===== config.mk =====
export PLATFORM = sky130hd
export DESIGN_NAME = l3d_split
export DESIGN_NICKNAME = d
export VERILOG_FILES = /design/src/sv/l3d_pkg.sv /design/src/sv/l3d_split.sv
export SDC_FILE = /design/constraint.sdc
export NUM_CORES = 2
export LEC_CHECK = 0
export ABC_AREA = 0
export BUFFER_PORTS_ARGS = -buffer_cell sky130_fd_sc_hd__buf_4
export CAP_MARGIN = 0
export CELL_PAD_IN_SITES_DETAIL_PLACEMENT = 1
export CELL_PAD_IN_SITES_GLOBAL_PLACEMENT = 1
export CORE_ASPECT_RATIO = 2
export CORE_MARGIN = 4
export CORE_UTILIZATION = 38
export CTS_BUF_LIST = sky130_fd_sc_hd__clkbuf_2 sky130_fd_sc_hd__clkbuf_4 sky130_fd_sc_hd__clkbuf_8
export DETAILED_ROUTE_END_ITERATION = 8
export GPL_TIMING_DRIVEN = 0
export PLACE_DENSITY_LB_ADDON = 0.1
export SKIP_LAST_GASP = 1
export SLEW_MARGIN = 20
export SYNTH_ARGS = -nofsm -noshare
export SYNTH_HDL_FRONTEND = slang
export SYNTH_SLANG_ARGS = --single-unit

===== constraint.sdc =====
create_clock -name clk -period 24.5 [get_ports clk]
set_input_delay 2.45 -clock clk [delete_from_list [all_inputs] [get_ports clk]]
set_output_delay 2.45 -clock clk [all_outputs]
set_load 0.05 [all_outputs]

===== src/sv/l3d_pkg.sv =====
// Shared constants, types and payload structs of the 3D LUT color mapper.
package l3d_pkg;

    localparam int GRID_MAX    = 33;
    localparam int STORE_DEPTH = GRID_MAX * GRID_MAX * GRID_MAX;
    localparam int ADDR_W      = $clog2(STORE_DEPTH);
    localparam int IDX_W       = $clog2(GRID_MAX);
    localparam int NN_W        = $clog2(GRID_MAX * GRID_MAX);
    localparam int CH_W        = 16;
    localparam int P_W         = CH_W + IDX_W;
    localparam int ENTRY_W     = 3 * CH_W;
    localparam int GRID_MIN    = 2;
    localparam int GRID_RESET  = 33;

    localparam logic [CH_W-1:0] CH_MAX = {CH_W{1'b1}};

    typedef logic [ADDR_W-1:0] addr_t;
    typedef logic [CH_W-1:0]   chan_t;

    // Request data that does not take part in the corner arithmetic.
    typedef struct packed {
        logic            is_load;
        logic [CH_W-1:0] idx;
        chan_t [2:0]     data;
        chan_t           alpha;
    } side_t;

    // Corner k is {b, g, r} of the upper/lower choice on each axis.
    typedef struct packed {
        logic        is_load;
        logic [CH_W-1:0] load_idx;
        chan_t [2:0] load_data;
        addr_t [7:0] corner;
        chan_t [2:0] frac;
        chan_t       alpha;
    } fetch_req_t;

    typedef struct packed {
        chan_t [7:0][2:0] corner_data;
        chan_t [2:0]      frac;
        chan_t            alpha;
    } interp_req_t;

endpackage


===== src/sv/l3d_split.sv =====
// Axis split and corner address generation: five register stages.
module l3d_split (
    input  logic                        clk,
    input  logic                        rst_n,
    input  logic                        in_valid,
    output logic                        in_ready,
    input  logic                        req_type,
    input  l3d_pkg::chan_t [2:0]        chan,
    input  l3d_pkg::side_t              side,
    input  logic [l3d_pkg::IDX_W:0]     grid_n,
    input  logic [l3d_pkg::NN_W-1:0]    grid_nn,
    output logic                        out_valid,
    input  logic                        out_ready,
    output l3d_pkg::fetch_req_t         out_req
);

    localparam int NS = 5;

    logic [NS-1:0] v_reg;
    logic [NS:0]   en;

    l3d_pkg::side_t s_reg [NS];

    l3d_pkg::chan_t [2:0]                   a_chan_reg;
    logic [2:0][l3d_pkg::P_W-1:0]           b_p_reg;
    logic [2:0][l3d_pkg::IDX_W-1:0]         c_lo_reg;
    logic [2:0][l3d_pkg::IDX_W-1:0]         c_hi_reg;
    l3d_pkg::chan_t [2:0]                   c_f_reg;
    l3d_pkg::chan_t [2:0]                   d_f_reg;
    l3d_pkg::chan_t [2:0]                   e_f_reg;
    l3d_pkg::addr_t [1:0]                   d_bnn_reg;
    l3d_pkg::addr_t [1:0]                   d_gn_reg;
    l3d_pkg::addr_t [1:0]                   d_r_reg;
    l3d_pkg::addr_t [7:0]                   e_corner_reg;

    logic [2:0][l3d_pkg::P_W-1:0]           b_p_next;
    logic [2:0][l3d_pkg::IDX_W-1:0]         c_lo_next;
    logic [2:0][l3d_pkg::IDX_W-1:0]         c_hi_next;
    l3d_pkg::chan_t [2:0]                   c_f_next;
    l3d_pkg::addr_t [7:0]                   e_corner_next;
    l3d_pkg::side_t                         a_side_next;

    logic [l3d_pkg::IDX_W-1:0] nm1;
    assign nm1 = l3d_pkg::IDX_W'(grid_n - 1'b1);

    always_comb
    begin
        en[NS] = out_ready;
        for (int k = NS - 1; k >= 0; k--)
        begin
            en[k] = !v_reg[k] || en[k+1];
        end
    end

    assign in_ready = en[0];

    always_comb
    begin
        a_side_next = side;
        a_side_next.is_load = req_type;
    end

    always_ff @(posedge clk or negedge rst_n)
    begin
        if (!rst_n)
        begin
            v_reg <= '0;
        end
        else
        begin
            if (en[0])
            begin
                v_reg[0] <= in_valid;
            end
            for (int k = 1; k < NS; k++)
            begin
                if (en[k])
                begin
                    v_reg[k] <= v_reg[k-1];
                end
            end
        end
    end

    // p = c * (n - 1); dividing by 65535 is a fold of the top bits into the bottom ones.
    always_comb
    begin
        for (int c = 0; c < 3; c++)
        begin
            b_p_next[c] = l3d_pkg::P_W'(a_chan_reg[c]) * l3d_pkg::P_W'(nm1);
        end
    end

    always_comb
    begin
        logic [l3d_pkg::IDX_W-1:0] q;
        logic [l3d_pkg::CH_W:0]    s;
        for (int c = 0; c < 3; c++)
        begin
            q = b_p_reg[c][l3d_pkg::P_W-1:l3d_pkg::CH_W];
            s = {1'b0, b_p_reg[c][l3d_pkg::CH_W-1:0]} + (l3d_pkg::CH_W+1)'(q);
            if (s >= {1'b0, l3d_pkg::CH_MAX})
            begin
                c_lo_next[c] = q + 1'b1;
                c_f_next[c]  = l3d_pkg::CH_W'(s - {1'b0, l3d_pkg::CH_MAX});
            end
            else
            begin
                c_lo_next[c] = q;
                c_f_next[c]  = s[l3d_pkg::CH_W-1:0];
            end
            if ({1'b0, c_lo_next[c]} + 1'b1 < grid_n)
            begin
                c_hi_next[c] = c_lo_next[c] + 1'b1;
            end
            else
            begin
                c_hi_next[c] = nm1;
            end
        end
    end

    always_comb
    begin
        for (int k = 0; k < 8; k++)
        begin
            e_corner_next[k] = d_bnn_reg[k/4] + d_gn_reg[(k/2)%2] + d_r_reg[k%2];
        end
    end

    always_ff @(posedge clk)
    begin
        if (en[0])
        begin
            a_chan_reg <= chan;
            s_reg[0]   <= a_side_next;
        end
        if (en[1])
        begin
            b_p_reg  <= b_p_next;
            s_reg[1] <= s_reg[0];
        end
        if (en[2])
        begin
            c_lo_reg <= c_lo_next;
            c_hi_reg <= c_hi_next;
            c_f_reg  <= c_f_next;
            s_reg[2] <= s_reg[1];
        end
        if (en[3])
        begin
            d_bnn_reg[0] <= l3d_pkg::ADDR_W'(c_lo_reg[2]) * l3d_pkg::ADDR_W'(grid_nn);
            d_bnn_reg[1] <= l3d_pkg::ADDR_W'(c_hi_reg[2]) * l3d_pkg::ADDR_W'(grid_nn);
            d_gn_reg[0]  <= l3d_pkg::ADDR_W'(c_lo_reg[1]) * l3d_pkg::ADDR_W'(grid_n);
            d_gn_reg[1]  <= l3d_pkg::ADDR_W'(c_hi_reg[1]) * l3d_pkg::ADDR_W'(grid_n);
            d_r_reg[0]   <= l3d_pkg::ADDR_W'(c_lo_reg[0]);
            d_r_reg[1]   <= l3d_pkg::ADDR_W'(c_hi_reg[0]);
            d_f_reg      <= c_f_reg;
            s_reg[3]     <= s_reg[2];
        end
        if (en[4])
        begin
            e_corner_reg <= e_corner_next;
            e_f_reg      <= d_f_reg;
            s_reg[4]     <= s_reg[3];
        end
    end

    assign out_valid         = v_reg[NS-1];
    assign out_req.is_load   = s_reg[NS-1].is_load;
    assign out_req.load_idx  = s_reg[NS-1].idx;
    assign out_req.load_data = s_reg[NS-1].data;
    assign out_req.corner    = e_corner_reg;
    assign out_req.frac      = e_f_reg;
    assign out_req.alpha     = s_reg[NS-1].alpha;

endmodule


# After elaboration in Yosys (flattened, before gate mapping)
# Memory sizes are Yosys's and may differ from the RTL's.
# Index checks and enable logic that the tools add are counted.
# Widths: inputs -> output; s select.
[op_classes]
n_addsub = 28
multipliers = 7
order_cmp = 6
n_mux = 19
n_reduce_logical = 10
[op_table]
columns = ["op", "n"]
rows = [
  ["$add 16x6->16", 8],
  ["$mul 16x6->22", 3],
  ["$add 16x13->16", 4],
  ["$add 16x6->17", 3],
  ["$ge 17x16->1 const B", 3],
  ["$mux 16", 3],
  ["$sub 16x16->16 const B", 3],
  ["$add 6x1->6 const B", 6],
  ["$mux 6", 6],
  ["$mul 6x11->16", 2],
  ["$mul 6x7->13", 2],
  ["$add 6x1->7 const B", 3],
  ["$lt 7x7->1", 3],
  ["$mux 1", 10],
  ["$sub 6x1->6 const B", 1],
  ["$logic_not 1->1", 5],
  ["$logic_or 1x1->1", 5],
]
[totals]
ff_bits = 497
ramBits = 405
inputBits = 152
out_inout_bits = 259
n_memories = 1
[memory_table]
columns = ["memory", "words", "word_bits", "read_ports", "rd_clocked_by_memory_dff", "write_ports", "line_no", "text"]
rows = [
  ["s_reg", 5, 81, 5, 0, 5, "l3d_split.sv:22", "l3d_pkg::side_t s_reg [NS];"],
]

# Longest topological paths before layout
[depth]
word_depth = 8
mapped_depth = 28

# Least setup slack after synthesis
# OpenSTA, ideal clock, no wires.
[synth_path]
path_type = "in2out"
startpoint = "input out_ready"
endpoint = "output in_ready"
arrival_time_ps = 9917
t_required_ps = 22050
slack_ps = 12133
stages = 4
n_path_buf = 0
cell_sequence = "nor2b_1 nand4_1 inv_1 nand2_1"
[synth_via]
elab_chain_cells = 5
[synth_lines]
columns = ["item", "line_no", "text"]
rows = [
  ["start, declared", "l3d_split.sv:13", "input logic out_ready,"],
  ["$logic_or 1x1->1 (4 in series)", "l3d_split.sv:51", "en[k] = !v_reg[k] || en[k+1];"],
  ["via en[1]", "l3d_split.sv:20", "logic [NS:0] en;"],
  ["$logic_or 1x1->1", "l3d_split.sv:51", ""],
  ["end, declared", "l3d_split.sv:6", "output logic in_ready,"],
]
# The timed path passes the listed nets, and every way through them passes these cells.

==> results.md <==
* Die Span Y at 526 µm
* Vias in the first global route at 34,700
* Top cell type's share of synthesized area at 52.9%
* Period minus WS final at 10,660 ps
* Register Area at 0.0271 mm²
* F_max at 93.8 MHz
* Syn_area_per_cell at 13.0 µm²
* Cts bufs inserted at 135
* Min-Delay Path Class: register to register
* Total Routing Usage GR at 19.1%
* Area occupied by multi-input gates at 0.0214 mm²
* Clock Tree Buf Depth at 3
* Drt total wl at 133,000 µm
* Reg2reg start: b_p_reg[38]
* H-tree Lvls at 4
* DRC violations left at 0
* Crit-path max FO at 10
* Worst EP required at 25,080 ps
* PostCTS Resize Cnt at 0
* Synth area leaders: edfxtp_1, fa_1, ha_1, xnor2_1, inv_1
* Mapped Area at 0.0509 mm²
* Setup CP Type: input pin to register
* Post-CTS repair timing setup buffer count at 0
* Largest register FFs at 405
* Syn Nets at 4,707
* Num ports at 411
* R2R Setup Slk at 17,700 ps
* CTS tree: built
* Seq cells post-synth at 902
* CP Capture Type: register
* Worst Setup EP: b_p_reg[42]
* Unique cell type count in the Yosys netlist at 87
* Final Cell Area at 0.0594 mm²
* CTS Hold Bufs at 0
* Synth top cells by count: edfxtp_1, inv_1, nand2_1
* Most used DFF post-synth: edfxtp_1
* Die ar. at 0.140 mm²
* Buffers on Ports at 408
* Seq/Total Area, Yosys at 53.2%
* Fin. max-slew vios at 0
* CP arrival at 11,250 ps
* Largest net degree at the start of global routing at 103
* Clk slew on worst S/H paths at 60 ps
* HPWL Detailed at 107,000 µm
* Cell count after synthesis at 3,929
* WL/cell at 21.0 µm
* YS warnings at 0
* Final Hold Vio Count at 0
* Starting density of the core at 38.3%
* ANT nets after route at 0
* Row cnt at 189
* Core box area at 0.133 mm²
* Cell Area, Placed at 0.0566 mm²
* Most numerous cell in the Yosys netlist: edfxtp_1
* Via density at 4.89
* EDFF count, synth at 897
* CTS sink cnt at 902
* Final WS setup at 13,840 ps
* Share of async-settable or async-resettable flops after synthesis at 0.554%
* Clk Latency, worst-skew pair at 840 ps
* Slew headroom at 28.1%
* Pre-Repair DR Iteration Count at 5
* Fin nets at 5,277
* R2R cell count at 24
* Final setup TNS at 0 ps
* Least-Margin Pin Slew at 1070 ps
* Startpoint types: input pin
* RSZ-0062 raised after global routing: no
* Global-route wire length before repair at 203,000 µm
* Status: completed
* Final setup fails at 0
* Filler instances at 13,900
* Max-cap violations at 0
* Post-Place Worst Slack at 12,840 ps
* Root Driver: clkbuf_8
* FF-to-FF End: c_hi_reg[8]
* Total grt overflow at 0
* Tcrit/Tclk final at 43.5%
* Setup Skew at 60.1 ps
* Fraction of layout cells with a size suffix above 1 at 16.8%
* Die width at 267 µm
* Antenna violations before repair at 5
* Vias at 31,000
* Yosys top cell by area: edfxtp_1
* Initial drt markers at 1,077
* Crit path launch: grid_n[0]
* GPL Wtd Cong at 0.837
* Area Overhead vs Synth at 16.6%
==> final cells by class <==
type	count	share of cell area [%]
antenna	3	0.0126
multi-input combinational	2447	36.0
timing repair buffer	433	5.94
clock inverter	74	1.04
tap	1719	3.62
buffer	163	1.58
sequential	902	45.6
clock buffer	167	3.57
inverter	417	2.65
==> per-layer routing <==
metal | global-route usage, % | share of wire, % | vias to the layer above | wire length [µm]
met4 | 7.38 | 3.9 | 6 | 5180
li1 | - | - | 14500 | -
met2 | 39.5 | 59 | 569 | 78600
met1 | 18.3 | 33 | 15600 | 44200
met5 | 0 | 0.026 | - | 34
met3 | 3.03 | 3.6 | 218 | 4810
==> kinds of logic (layout without fill, tap and decap cells) <==
family | after synthesis | count (layout) | share of synthesized area [%]
muxes | 18 | 18 | 0.383
buffers and inverters | 580 | 1254 | 4.92
xor gates and xnor gates | 338 | 338 | 5.84
and+or+nand+nor | 1029 | 1029 | 10.2
other | 0 | 3 | 0
adders and majority gates | 626 | 626 | 19.8
AOI/OAI and AO/OA | 436 | 436 | 5.69
DFF | 902 | 902 | 53.2
==> per-stage QoR <==
step	instances	hold WS [ps]	util, %
floorplan	3929	400	-
finish	6325	393	44.7
CTS	6322	384	44.7
global placement	6056	400	42.2
detailed placement	6081	405	42.6
global route	6324	403	44.7
==> critical path: stages <==
cell	delay, ps
clkbuf_1	590
clkbuf_1	720
clkinv_1	500
clkbuf_1	410
ha_1	340
xor2_1	730
clkbuf_1	830
and2_1	270
fa_1	400
inv_1	90
fa_1	440
fa_1	580
inv_1	50
ha_1	320
a21oi_1	110
o21bai_1	140
a21oi_1	110
o21ai_0	460
a41oi_1	340
a2111oi_0	680
o21a_1	210
o21ai_0	140
a21oi_1	220
xor2_1	90
==> worst min-delay path by stage <==
stage / from / endpoint / depth (start not counted)
2_1_floorplan: c_f_reg[0] / d_f_reg[0] / 0
3_3_place_gp: s_reg[0][72] / s_reg[0][153] / 0
3_5_place_dp: c_lo_reg[4] / d_r_reg[4] / 0
4_1_cts: s_reg[0][111] / s_reg[0][192] / 0
5_1_grt: s_reg[0][64] / s_reg[0][145] / 0
6_report: s_reg[0][111] / s_reg[0][192] / 0
==> cell usage in the layout, fill, tap and decap left out, types with 7 or more instances in the layout <==
cell and instances:
edfxtp_1 897, buf_4 490, inv_1 415, nand2_1 353
ha_1 326, fa_1 300, and2_1 217, xnor2_1 208
a21oi_1 138, clkbuf_8 138, nor2_1 132, xor2_1 127
clkbuf_1 72, a21o_1 64, nor2b_1 64, o21ai_0 61
nand2b_1 61, nand3_1 51, o21bai_1 48, nor3_1 45
clkinv_1 34, clkbuf_4 29, o21a_1 28, nand4_1 25
and3_1 24, clkinv_2 18, buf_6 12, or3_1 10
a211oi_1 9, buf_16 9, a31oi_1 8, mux2_1 8
or2_2 7, a41oi_1 7, inv_12 7
Power is not shown: default switching activity piles up to over one toggle a cycle in this logic, so the estimate is an artifact.
